File: src/rtl/core/nrb_pkg.sv
// ============================================================================
// nrb_pkg
// Shared widths, reset values and parameter defaults for the n-th root
// bisection unit.
// ============================================================================
package nrb_pkg;

  // Defaults for the top-level parameters
  localparam int DEF_RADICAND_BITS = 16;
  localparam int DEF_FRAC_BITS     = 16;
  localparam int DEF_MAX_EXPONENT  = 8;

  // Fixed field widths
  localparam int EXP_BITS  = 4;
  localparam int ROOT_BITS = 32;
  localparam int TOL_BITS  = 17;

  // Tolerance register reset value, about 0.1 in UQ.16
  localparam logic [TOL_BITS-1:0] TOL_RESET = 17'd6554;

endpackage

File: src/rtl/core/nth_root_bisection_unit.sv
// ============================================================================
// nth_root_bisection_unit
// Fixed-point n-th root of an unsigned integer by interval bisection, with a
// bit-serial shift-add multiplier raising each midpoint to the exponent.
// ============================================================================
//
// Usage:
//   Input channel (in_valid / in_stall) carries radicand and exponent. A beat
//   is taken when in_valid is high and in_stall is low; in_stall is high
//   while an item is being worked on.
//   Output channel (out_valid / out_stall) carries root_value (UQ16.16 at
//   default widths) and exact_hit. The result sits in an output register, so
//   the next item is accepted while a finished result still waits.
//   Configuration channel (tolerance_valid / tolerance_ready) writes the stop
//   width of the interval; tolerance_ready is always high. Write only while
//   the unit is idle.
//   Sequencing: each bisection step runs a check, then up to n-1 multiplier
//   passes, where n is the clamped exponent and W = RADICAND_BITS + FRAC_BITS;
//   each pass has the multiplier consuming one bit per cycle over W bits, and
//   a compare closes the step. Up to about W steps run, and one item is in
//   flight at a time.
//   Reset (rst, synchronous) empties the output register, returns to idle and
//   sets tolerance to its reset value. A stalled result holds until taken; a
//   new result then waits in the done state.
//
module nth_root_bisection_unit #(
  parameter int RADICAND_BITS = nrb_pkg::DEF_RADICAND_BITS,
  parameter int FRAC_BITS     = nrb_pkg::DEF_FRAC_BITS,
  parameter int MAX_EXPONENT  = nrb_pkg::DEF_MAX_EXPONENT
) (
  input  logic                          clk,
  input  logic                          rst,
  // configuration
  input  logic                          tolerance_valid,
  output logic                          tolerance_ready,
  input  logic [nrb_pkg::TOL_BITS-1:0]  tolerance,
  // input channel
  input  logic                          in_valid,
  output logic                          in_stall,
  input  logic [RADICAND_BITS-1:0]      radicand,
  input  logic [nrb_pkg::EXP_BITS-1:0]  exponent,
  // output channel
  output logic                          out_valid,
  input  logic                          out_stall,
  output logic [nrb_pkg::ROOT_BITS-1:0] root_value,
  output logic                          exact_hit
);

  localparam int W   = RADICAND_BITS + FRAC_BITS;
  localparam int CW  = (W > nrb_pkg::TOL_BITS) ? W : nrb_pkg::TOL_BITS;
  localparam int KW  = $clog2(MAX_EXPONENT + 1);
  localparam int BCW = $clog2(W);
  localparam logic [BCW-1:0] BIT_LAST = BCW'(W - 1);

  localparam logic [2:0] S_IDLE   = 3'd0;
  localparam logic [2:0] S_CHECK  = 3'd1;
  localparam logic [2:0] S_MULCHK = 3'd2;
  localparam logic [2:0] S_MUL    = 3'd3;
  localparam logic [2:0] S_POST   = 3'd4;
  localparam logic [2:0] S_CMP    = 3'd5;
  localparam logic [2:0] S_DONE   = 3'd6;

  logic [2:0]                   state;
  logic [nrb_pkg::TOL_BITS-1:0] tol_reg;
  logic [W-1:0]                 lo, hi, mid, target, pw;
  logic [W-1:0]                 acc_hi, acc_lo;
  logic [BCW-1:0]               bitcnt;
  logic [KW-1:0]                n_reg, k;
  logic                         hit;

  logic                         in_take, out_take;
  logic [4:0]                   exp5, max5, n5;
  logic [RADICAND_BITS-1:0]     rad_one;
  logic [nrb_pkg::TOL_BITS-1:0] tol_eff;
  logic [CW-1:0]                width_ext, tol_ext;
  logic [W:0]                   mid_sum, mul_sum;
  logic [2*W-1:0]               prod;
  logic                         prod_ovf;
  logic [W+nrb_pkg::ROOT_BITS-1:0] mid_ext;

  assign tolerance_ready = 1'b1;
  assign in_stall        = (state != S_IDLE);
  assign in_take         = in_valid && !in_stall;
  assign out_take        = out_valid && !out_stall;

  // clamp the exponent to 1..MAX_EXPONENT
  assign exp5 = {1'b0, exponent};
  assign max5 = 5'(MAX_EXPONENT);
  always_comb begin
    if (exp5 == 5'd0) begin
      n5 = 5'd1;
    end else if (exp5 > max5) begin
      n5 = max5;
    end else begin
      n5 = exp5;
    end
  end

  // upper bound is at least one
  assign rad_one = (radicand == '0) ? RADICAND_BITS'(1) : radicand;

  // stop test on interval width, zero tolerance acts as one
  assign tol_eff   = (tol_reg == '0) ? nrb_pkg::TOL_BITS'(1) : tol_reg;
  assign width_ext = CW'(hi - lo);
  assign tol_ext   = CW'(tol_eff);

  // midpoint and one shift-add multiplier step
  assign mid_sum  = {1'b0, lo} + {1'b0, hi};
  assign mul_sum  = {1'b0, acc_hi} + (acc_lo[0] ? {1'b0, mid} : '0);
  assign prod     = {acc_hi, acc_lo};
  assign prod_ovf = (prod[2*W-1:W+FRAC_BITS] != '0);

  // configuration register
  always_ff @(posedge clk) begin
    if (rst) begin
      tol_reg <= nrb_pkg::TOL_RESET;
    end else if (tolerance_valid && tolerance_ready) begin
      tol_reg <= tolerance;
    end
  end

  // bisection sequencer
  always_ff @(posedge clk) begin
    if (rst) begin
      state <= S_IDLE;
    end else begin
      unique case (state)
        S_IDLE: begin
          if (in_take) begin
            lo     <= '0;
            hi     <= {rad_one, {FRAC_BITS{1'b0}}};
            target <= {radicand, {FRAC_BITS{1'b0}}};
            mid    <= '0;
            hit    <= 1'b0;
            n_reg  <= KW'(n5);
            state  <= S_CHECK;
          end
        end
        S_CHECK: begin
          if (width_ext > tol_ext) begin
            mid   <= mid_sum[W:1];
            pw    <= mid_sum[W:1];
            k     <= KW'(1);
            state <= S_MULCHK;
          end else begin
            state <= S_DONE;
          end
        end
        S_MULCHK: begin
          if (k < n_reg) begin
            acc_hi <= '0;
            acc_lo <= pw;
            bitcnt <= '0;
            state  <= S_MUL;
          end else begin
            state <= S_CMP;
          end
        end
        S_MUL: begin
          // consume one multiplier bit per cycle
          acc_hi <= mul_sum[W:1];
          acc_lo <= {mul_sum[0], acc_lo[W-1:1]};
          bitcnt <= bitcnt + BCW'(1);
          if (bitcnt == BIT_LAST) begin
            state <= S_POST;
          end
        end
        S_POST: begin
          // overflowing power counts as greater
          if (prod_ovf) begin
            hi    <= mid;
            state <= S_CHECK;
          end else begin
            pw    <= prod[W+FRAC_BITS-1:FRAC_BITS];
            k     <= k + KW'(1);
            state <= S_MULCHK;
          end
        end
        S_CMP: begin
          if (pw == target) begin
            hit   <= 1'b1;
            state <= S_DONE;
          end else if (pw > target) begin
            hi    <= mid;
            state <= S_CHECK;
          end else begin
            lo    <= mid;
            state <= S_CHECK;
          end
        end
        S_DONE: begin
          if (!out_valid || !out_stall) begin
            state <= S_IDLE;
          end
        end
        default: begin
          state <= S_IDLE;
        end
      endcase
    end
  end

  // output register: load a finished result, drop a taken beat
  assign mid_ext = {{nrb_pkg::ROOT_BITS{1'b0}}, mid};

  always_ff @(posedge clk) begin
    if (rst) begin
      out_valid <= 1'b0;
    end else if (state == S_DONE && (!out_valid || !out_stall)) begin
      out_valid  <= 1'b1;
      root_value <= mid_ext[nrb_pkg::ROOT_BITS-1:0];
      exact_hit  <= hit;
    end else if (out_take) begin
      out_valid <= 1'b0;
    end
  end

  // bounds stay ordered while an item is in work
  a_bounds_ordered: assert property (@(posedge clk) disable iff (rst)
    (state != S_IDLE && state != S_DONE) |-> (lo <= hi))
    else $error("bisection bounds crossed");

  // power loop counter stays within the clamped exponent
  a_power_count: assert property (@(posedge clk) disable iff (rst)
    (state == S_MULCHK) |-> (k >= KW'(1) && k <= n_reg))
    else $error("power loop count out of range");

  // a finished result waits while the output register is held
  a_done_waits: assert property (@(posedge clk) disable iff (rst)
    (state == S_DONE && out_valid && out_stall) |=> (state == S_DONE))
    else $error("result dropped while output stalled");

  // exponent register never exceeds the maximum
  a_exp_clamped: assert property (@(posedge clk) disable iff (rst)
    (state == S_CHECK) |-> (n_reg >= KW'(1) && n_reg <= KW'(MAX_EXPONENT)))
    else $error("exponent not clamped");

endmodule
File: config.mk
export PLATFORM = sky130hd
export DESIGN_NAME = nth_root_bisection_unit
export DESIGN_NICKNAME = d
export VERILOG_FILES = /design/src/rtl/core/nrb_pkg.sv /design/src/rtl/core/nth_root_bisection_unit.sv
export SDC_FILE = /design/constraint.sdc
export NUM_CORES = 1
export LEC_CHECK = 0
export BUFFER_PORTS_ARGS = -buffer_cell sky130_fd_sc_hd__buf_4
export CORE_ASPECT_RATIO = 2
export CORE_MARGIN = 3
export CORE_UTILIZATION = 67
export CTS_CLUSTER_SIZE = 25
export DETAILED_ROUTE_END_ITERATION = 8
export GPL_ROUTABILITY_DRIVEN = 0
export PLACE_DENSITY = 0.91
export SYNTH_ARGS = -nofsm -noshare
export SYNTH_HDL_FRONTEND = slang
export SYNTH_SLANG_ARGS = --single-unit
File: constraint.sdc
create_clock -name clk -period 15.5 [get_ports clk]
set_input_delay 1.55 -clock clk [delete_from_list [all_inputs] [get_ports clk]]
set_output_delay 1.55 -clock clk [all_outputs]
set_load 0.01 [all_outputs]
==> results of run 1 <==
## stage by stage
step	instance area, sq um	worst slack, ps
floorplan	16400	7870
global placement	17200	9590
detailed placement	17200	9320
CTS	18000	9270
global route	18000	8850
finish	18000	9110
## worst max-delay path, stage by stage, from the launching register on
cell,delay (ps)
edfxtp_1,420
inv_1,80
ha_1,170
inv_1,60
fa_1,430
a211o_1,360
a2111oi_4,390
o32ai_2,200
nor2_1,180
o21bai_1,80
a21oi_1,170
xnor2_1,90
ha_1,310
nand4_1,140
nor4_1,380
nand2_1,100
nand2_1,130
nand4_1,90
a2111o_1,370
nor4_1,180
o21ai_1,110
or4b_1,670
nor3_1,550
a211oi_4,80
buf_4,310
## worst min path at each step
stage	endpoint	depth (start not counted)	slack [ps]
after floorplan	exact_hit	0	400
after global placement	exact_hit	0	460
after detailed placement	exact_hit	0	460
after CTS	exact_hit	0	470
after global routing	exact_hit	0	490
final	exact_hit	0	490
## power breakdown
group          total (uW)  internal [uW]  switching, uW
Clock                 632            338            294
Combinational         786            274            512
Sequential            996            926           70.0
## cell families (layout without fill, tap and decap cells)
group | Yosys count | in the layout | synth area share [%]
AO/OA/AOI/OAI | 346 | 346 | 13.5
XOR/XNOR | 67 | 67 | 3.57
buffers and inverters | 175 | 242 | 4.15
AND/OR/NAND/NOR | 488 | 488 | 14.7
other | 1 | 2 | 0.0228
adder cells (fa/ha/maj) | 137 | 137 | 10.6
multiplexers | 63 | 63 | 4.20
flip-flops | 276 | 276 | 49.2
## area by class of cell
| type | instances | area [sq um] |
|---|---|---|
| fill | 1475 | 5980 |
| tap | 287 | 359 |
| clock buffer | 29 | 641 |
| multi-input combinational | 1102 | 7720 |
| inverter | 110 | 413 |
| antenna | 1 | 2.50 |
| clock inverter | 16 | 179 |
| sequential | 276 | 8080 |
| timing repair buffer | 87 | 653 |
## metal layers
layer	share of wire [%]	vias up
met5	0	-
met4	11	0
met3	8.5	280
met2	50	872
met1	30	6078
li1	-	5719
## placed cells by master (no fill, tap or decap), types with 39 or more instances in the layout
| cell | count |
|---|---|
| nand2_1 | 61 |
| xnor2_1 | 49 |
| and2_1 | 51 |
| a21oi_1 | 129 |
| nor2_1 | 180 |
| inv_1 | 107 |
| mux2_2 | 47 |
| ha_1 | 134 |
| buf_4 | 87 |
| o21ai_0 | 43 |
| edfxtp_1 | 255 |
| and3_1 | 39 |
==> flow_summary.yaml, run 1 <==
worst_setup_path:
  r2r-end: "pw[4]"
  cp-end-kind: "register"
  ff2ff_path_depth: 24
  path_class: "reg2reg"
  startpoint: "hi[0]"
  r2r_slack_ps: 9110
  crit_end: "pw[4]"
  worstPathRequired_ps: 15730
  crit_path_start_kind: "register"
  timing.rr.start: "hi[0]"
  critPathArrivalTime_ps: 6620
  cp_max_fo: 36
placement:
  portBuffers: 76
  place_inst: 1862
  dpl.hpwl_um: 34000
synth:
  synth-seq-area-share_pct: 49.2
  synth_top_cells_by_area: "edfxtp_1 (47%), ha_1 (10%), nor2_1 (4.2%), a21oi_1 (3.9%), mux2_2 (3.2%)"
  synth_flop_cell: "edfxtp_1"
  async_reset_ff_share_pct: 0
  ys_types: 77
  syn_area_per_cell_sq_um: 10.6
  yosysWarnings: 0
  synth.most_common_cell: "edfxtp_1"
  syn_nets: 1732
  synth_top_area_share_pct: 46.6
  synth_edf_count: 255
  synth_common_cells: "edfxtp_1 (255), nor2_1 (182), ha_1 (134), a21oi_1 (129), inv_1 (107)"
  netlist_area_sq_mm: 0.0164
  synth_top_area_cell: "edfxtp_1"
  ys_ff_latch: 276
  synthCells: 1553
timing:
  setup-violations-final: 0
  hold_violations: 0
  drv_slew: 0
  relSlewSlack_pct: 26.5
  fin_crit_ps: 6390
  holdWs_ps: 489
  rsz0062_at_grt: "false"
  finalCritPeriodShare_pct: 41.2
  fmax_mhz: 157
  tightest_slew_ps: 1100
  finClkSkew_ps: 34.9
  final.setup.tns_ps: 0
cts:
  cts_hold_buf: 0
  cts_resized: 0
  clk_latency_ps: 570
  ctsHtreeMaxLevel: 1
  cts_buffers: 25
  cts.sinks: 276
  path_clk_slew_ps: 70
  cts_root_buf: "clkbuf_16"
  post_cts_buffers: 0
  cts_tree: "yes"
  cts_max_path_buffers: 3
global_route:
  grt_usage_pct: 36.2
  antenna_found_initial: 0
  use_met3_pct: 6.68
  grt_max_degree: 70
  top_usage_layer: "met2"
  grt_util_met1_pct: 37.0
  grt_pass1_wl_um: 72100
  gr-total-overflow: 0
  grt_pass1_vias: 13300
  grt_util_met2_pct: 62.4
route:
  wl_um: 47300
  postRouteAntennaNets: 0
  drtIter0Drc: 1285
  vias_per_cell: 6.79
  vias: 12900
  wl_per_cell_um: 24.8
  drtPass1Iterations: 8
  drc_errors: 0
power_and_ir_drop:
  leakagePower_uw: 0.00720
  cellPowerDensity_mw_per_mm2: 134
  vdd_drop_max_v: 0.000114
  power_uw: 2410
die:
  coreArea_sq_mm: 0.0240
  die_h_um: 227
  ios: 78
  initial_core_util_pct: 68.4
  core.rowCount: 80
  dieArea_sq_mm: 0.0265
  fp.dieW_um: 117
status:
  outcome: "finished clean"
cells_and_area:
  drive_gt1_share_pct: 12.5
  nets: 1781
  fin_cells: 1908
  syn_to_final_growth_pct: 9.86
  finish.utilization_pct: 75.1
job:
  drv_cap: 0
min_path:
  min_from: "hit"
  hold_class: "reg2reg"
(Power assumes the default switching activity.)
==> run 2, diff against run 1 <==
--- a/config.mk
+++ b/config.mk
@@ -8,11 +8,11 @@
 export BUFFER_PORTS_ARGS = -buffer_cell sky130_fd_sc_hd__buf_4
 export CORE_ASPECT_RATIO = 2
 export CORE_MARGIN = 3
-export CORE_UTILIZATION = 67
+export CORE_UTILIZATION = 56
 export CTS_CLUSTER_SIZE = 25
 export DETAILED_ROUTE_END_ITERATION = 8
 export GPL_ROUTABILITY_DRIVEN = 0
-export PLACE_DENSITY = 0.91
+export PLACE_DENSITY = 0.82
 export SYNTH_ARGS = -nofsm -noshare
 export SYNTH_HDL_FRONTEND = slang
 export SYNTH_SLANG_ARGS = --single-unit
==> constraint.sdc (replaced) <==
create_clock -name clk -period 5.19 [get_ports clk]
set_input_delay 0.519 -clock clk [delete_from_list [all_inputs] [get_ports clk]]
set_output_delay 0.519 -clock clk [all_outputs]
set_load 0.01 [all_outputs]
==> flow_summary.yaml, run 2 (synthesis gave the netlist of run 1 again) <==
worst_setup_path:
  critPathArrivalTime_ps: 5820
  path_class: "reg2reg"
  crit_cells: 25
  cp-end-kind: "register"
  cp_max_fo: 12
  path_buf_inv: 4
  slowest_delay_ps: 560
  critPathTopFamily: "simple AND/OR/NAND/NOR gates"
  startpoint: "hi[0]"
  timing.rr.start: "hi[0]"
  slowest_stage: "or4b_4"
  worstPathRequired_ps: 5500
  crit_path_start_kind: "register"
  ff2ff_path_depth: 25
min_path:
  hold_class: "in2reg"
  min_from: "exponent[3]"
  min_path_cells: 1
timing:
  hold_violations: 0
  setup-violations-final: 68
  finalCritPeriodShare_pct: 106
  rsz0062_at_grt: "true"
  tightest_slew_ps: 1080
  setup_ws_ps: -319
  fin_crit_ps: 5510
  relSlewSlack_pct: 28.0
  fmax_mhz: 182
  finClkSkew_ps: 16.3
  drv_slew: 0
die:
  core.rowCount: 88
  initial_core_util_pct: 56.9
  dieArea_sq_mm: 0.0315
  coreArea_sq_mm: 0.0288
  die_h_um: 248
  fp.dieW_um: 127
  ios: 78
cts:
  cts.sinks: 276
  path_clk_slew_ps: 70
  cts_buffers: 26
  clk_latency_ps: 560
  ctsHtreeMaxLevel: 1
  cts_root_buf: "clkbuf_16"
  cts_hold_buf: 0
  cts_tree: "yes"
  cts_max_path_buffers: 3
power_and_ir_drop:
  leakagePower_uw: 0.00747
  power_uw: 7440
  cellPowerDensity_mw_per_mm2: 399
  vdd_drop_max_v: 0.000245
cells_and_area:
  register_area_sq_mm: 0.00808
  nets: 1821
  mostFrequentLayoutCells: "edfxtp_1 (255), nor2_1 (180), ha_1 (133), a21oi_1 (129), buf_4 (118)"
  drive_gt1_share_pct: 15.3
  fillers: 2195
  mostFrequentLayoutCell: "edfxtp_1"
  n_antenna_cell: 0
  syn_to_final_growth_pct: 13.6
  multi_input_area_sq_mm: 0.00775
route:
  drtIter0Drc: 1104
  postRouteAntennaNets: 0
  drtPass1Iterations: 5
  wl_per_cell_um: 22.2
  vias_per_cell: 6.28
  vias: 12700
  wl_um: 44900
  drc_errors: 0
global_route:
  grt_util_met1_pct: 28.7
  grt_pass1_vias: 12700
  gr-total-overflow: 0
  grt_pass1_wl_um: 68900
  grt_util_met2_pct: 51.0
  grt_max_degree: 70
  antenna_found_initial: 0
  use_met3_pct: 4.14
  grt_usage_pct: 28.2
  top_usage_layer: "met2"
status:
  outcome: "finished with violations"
  violations: "setup timing"
placement:
  dp_slack_ps: -499
  portBuffers: 76
  dpl.hpwl_um: 34300
job:
  drv_cap: 0
-- run 2: worst paths after layout --
| path | endpoint | slack (ps) |
|---|---|---|
| setup / recovery | k[3] | -320 |
| hold / removal | n_reg[3] | 180 |
| hold reg to reg | exact_hit | 500 |
| setup reg to reg | k[3] | -320 |
-- run 2: routing by layer --
layer	wire length, um	vias to the layer above	share of wire, %
met4	4430	0	9.9
met5	0	-	0
li1	-	5802	-
met2	23100	610	51
met3	3080	217	6.9
met1	14300	6071	32
-- run 2: power breakdown --
part,switching [uW],internal [uW],leakage (uW),total (uW)
registers,176,2760,0.00256,2940
clock network,889,1160,0.000443,2050
logic,1520,927,0.00447,2440
total,2580,4860,0.00747,7440
-- run 2: layout make-up --
cell class | count | area share [%]
Clock buffer | 27 | 3.62
Clock inverter | 21 | 1.27
Sequential cell | 276 | 43.3
Timing Repair Buffer | 126 | 5.65
Multi-Input combinational cell | 1102 | 41.5
Tap cell | 360 | 2.41
Inverter | 110 | 2.21
-- run 2: repair_timing --
action | in CTS | in global routing
cloned | 1 | 0
gates resized for setup | 7 | 1
buffers inserted | 7 | 2
pin swaps | 8 | 5
setup endpoints to repair | 69 | 69
-- run 2: worst reg2reg max path, stage by stage (launching register included) --
cell	delay, ps
edfxtp_1	380
inv_1	80
ha_2	180
inv_2	40
fa_2	340
a211o_1	330
a2111oi_4	410
o32ai_2	160
nor2_1	190
o21bai_1	90
a21oi_1	170
xnor2_1	90
ha_1	300
nand4_1	120
nor4_2	340
nand2_1	100
nand2_2	90
nand4_1	70
a2111o_1	370
nor4_2	140
o21ai_1	90
or4b_4	560
nor3_2	170
buf_4	150
a211oi_4	90
buf_12	200
-- run 2: stage by stage --
step | cell area, sq um | hold WS, ps | util (%) | TNS (ps) | std cells
floorplan | 16400 | 400 | - | -1440 | 1553
global route | 18700 | 173 | 64.7 | -40770 | 2022
global placement | 17600 | 475 | 61.1 | -24700 | 1964
CTS | 18600 | 168 | 64.6 | -18960 | 2020
detailed placement | 17600 | 482 | 61.1 | -32400 | 1964
finish | 18700 | 181 | 64.7 | -19120 | 2022
==> run 3, diff against run 2 <==
--- a/config.mk
+++ b/config.mk
@@ -16,3 +16,4 @@
 export SYNTH_ARGS = -nofsm -noshare
 export SYNTH_HDL_FRONTEND = slang
 export SYNTH_SLANG_ARGS = --single-unit
+export TNS_END_PERCENT = 20
==> flow_summary.yaml, run 3 (synthesis gave the netlist of run 1 again) <==
worst_setup_path:
  ff2ff_path_depth: 27
  r2r-end: "pw[10]"
  cp_max_fo: 6
  critPathArrivalTime_ps: 5920
  crit_path_start_kind: "register"
  worstPathRequired_ps: 5490
  slowest_delay_ps: 580
  critPathTopFamily: "simple AND/OR/NAND/NOR gates"
  timing.rr.start: "hi[0]"
  cp-end-kind: "register"
  path_class: "reg2reg"
  slowest_stage: "or4b_4"
  r2r_slack_ps: -430
  path_buf_inv: 6
  crit_cells: 27
cts:
  clk_latency_ps: 550
  cts.sinks: 276
  path_clk_slew_ps: 70
  cts_buffers: 25
  ctsHtreeMaxLevel: 1
  cts_hold_buf: 0
  cts_max_path_buffers: 3
  cts_root_buf: "clkbuf_16"
  cts_tree: "yes"
timing:
  fmax_mhz: 178
  setup-violations-final: 69
  final.setup.tns_ps: -25290
  fin_crit_ps: 5620
  tightest_slew_ps: 1100
  relSlewSlack_pct: 26.3
  rsz0062_at_grt: "true"
  finClkSkew_ps: 27.0
  setup_ws_ps: -426
  drv_slew: 0
  finalCritPeriodShare_pct: 108
  hold_violations: 0
placement:
  dpl.hpwl_um: 34200
  portBuffers: 76
route:
  postRouteAntennaNets: 0
  drc_errors: 0
  drtPass1Iterations: 8
  vias_per_cell: 6.25
  wl_um: 45700
  vias: 12700
  drtIter0Drc: 834
  wl_per_cell_um: 22.5
cells_and_area:
  fillers: 2137
  syn_to_final_growth_pct: 13.7
  mostFrequentLayoutCells: "edfxtp_1 (255), nor2_1 (180), ha_1 (133), a21oi_1 (128), buf_4 (123)"
  register_area_sq_mm: 0.00808
  n_antenna_cell: 0
  mostFrequentLayoutCell: "edfxtp_1"
  multi_input_area_sq_mm: 0.00777
  drive_gt1_share_pct: 15.8
  nets: 1827
global_route:
  grt_pass1_wl_um: 69600
  antenna_found_initial: 0
  grt_pass1_vias: 13100
  grt_usage_pct: 28.6
  grt_max_degree: 70
  gr-total-overflow: 0
min_path:
  min_from: "exponent[3]"
  min_path_cells: 1
  hold_class: "in2reg"
  hold_end: "n_reg[3]"
power_and_ir_drop:
  power.switching_fraction_pct: 35.0
  vdd_drop_max_v: 0.000325
  cellPowerDensity_mw_per_mm2: 394
  power_uw: 7360
  leakagePower_uw: 0.00748
  p_int_uw: 4790
  p_comb_share_pct: 33.6
  switchingPower_uw: 2570
  p_clk_share_pct: 26.5
  power_frac_seq_pct: 39.9
die:
  dieArea_sq_mm: 0.0315
  die_h_um: 248
  initial_core_util_pct: 56.9
  core.rowCount: 88
  fp.dieW_um: 127
  coreArea_sq_mm: 0.0288
  ios: 78
job:
  drv_cap: 0
status:
  outcome: "finished with violations"
  violations: "setup timing"
==> run 3: area by class of cell <==
cell class	instances	share of cell area (%)
inverter	110	2.21
tap	360	2.41
clock inverter	19	1.13
clock buffer	26	3.37
sequential	276	43.3
timing repair buffer	133	6.00
multi-input combinational	1102	41.6
==> run 3: per-stage QoR <==
step | cell area [sq um] | hold WS, ps | setup slack [ps] | utilization (%) | cells
after global placement | 17600 | 430 | -386 | 61.1 | 1968
final | 18700 | 187 | -426 | 64.7 | 2026
after CTS | 18500 | 165 | -387 | 64.1 | 2016
after detailed placement | 17600 | 430 | -541 | 61.1 | 1968
after floorplan | 16400 | 400 | -1320 | - | 1553
after global routing | 18700 | 176 | -638 | 64.7 | 2026
==> run 3: per-layer routing <==
layer	vias up	global-route usage (%)	wire length [um]	share of wire [%]
met5	-	0	0	0
met4	0	24.9	4370	9.6
met3	192	3.82	2490	5.5
met2	592	51.7	23900	52
met1	6053	28.3	14900	33
li1	5830	-	-	-
==> run 3: power groups by stage <==
stage,Combinational [uW],Sequential (uW),Clock [uW]
after floorplan,1570,2900,0
after global placement,2260,2970,0
after detailed placement,2330,2980,0
after CTS,2370,2930,1960
after global routing,2650,2960,2040
final,2470,2940,1950
==> run 3: what timing repair did <==
action / in CTS / in global routing
buffers inserted: 3 / 6
gates cloned: 0 / 4
pin swaps: 8 / 11
endpoints found under the setup margin: 69 / 69
gates resized for setup: 5 / 8
==> run 3: worst max path at each step <==
| stage | startpoint | endpoint | slack (ps) |
|---|---|---|---|
| floorplan | k[1] | acc_hi[0] | -1320 |
| global placement | hi[0] | pw[2] | -390 |
| detailed placement | hi[0] | pw[3] | -540 |
| CTS | hi[0] | pw[3] | -390 |
| global route | hi[0] | pw[11] | -640 |
| finish | hi[0] | pw[10] | -430 |
==> run 3: worst register-to-register path, stage by stage, from the launching register on <==
cell and delay (ps):
edfxtp_1 390, inv_1 70, ha_2 180, inv_2 40, fa_2 350, a211o_4 370, a2111oi_4 400, buf_4 180
nor2_1 50, o21ai_1 160, nand2b_1 90, a21oi_2 160, xnor2_1 90, ha_1 310, nand4_1 140, nor4_2 290
buf_4 160, nand2_2 50, nand2_2 70, nand4_1 90, a2111o_1 320, nor4_2 140, o21ai_1 90, or4b_4 580
nor3_4 140, buf_6 130, a211oi_4 90, clkbuf_16 230
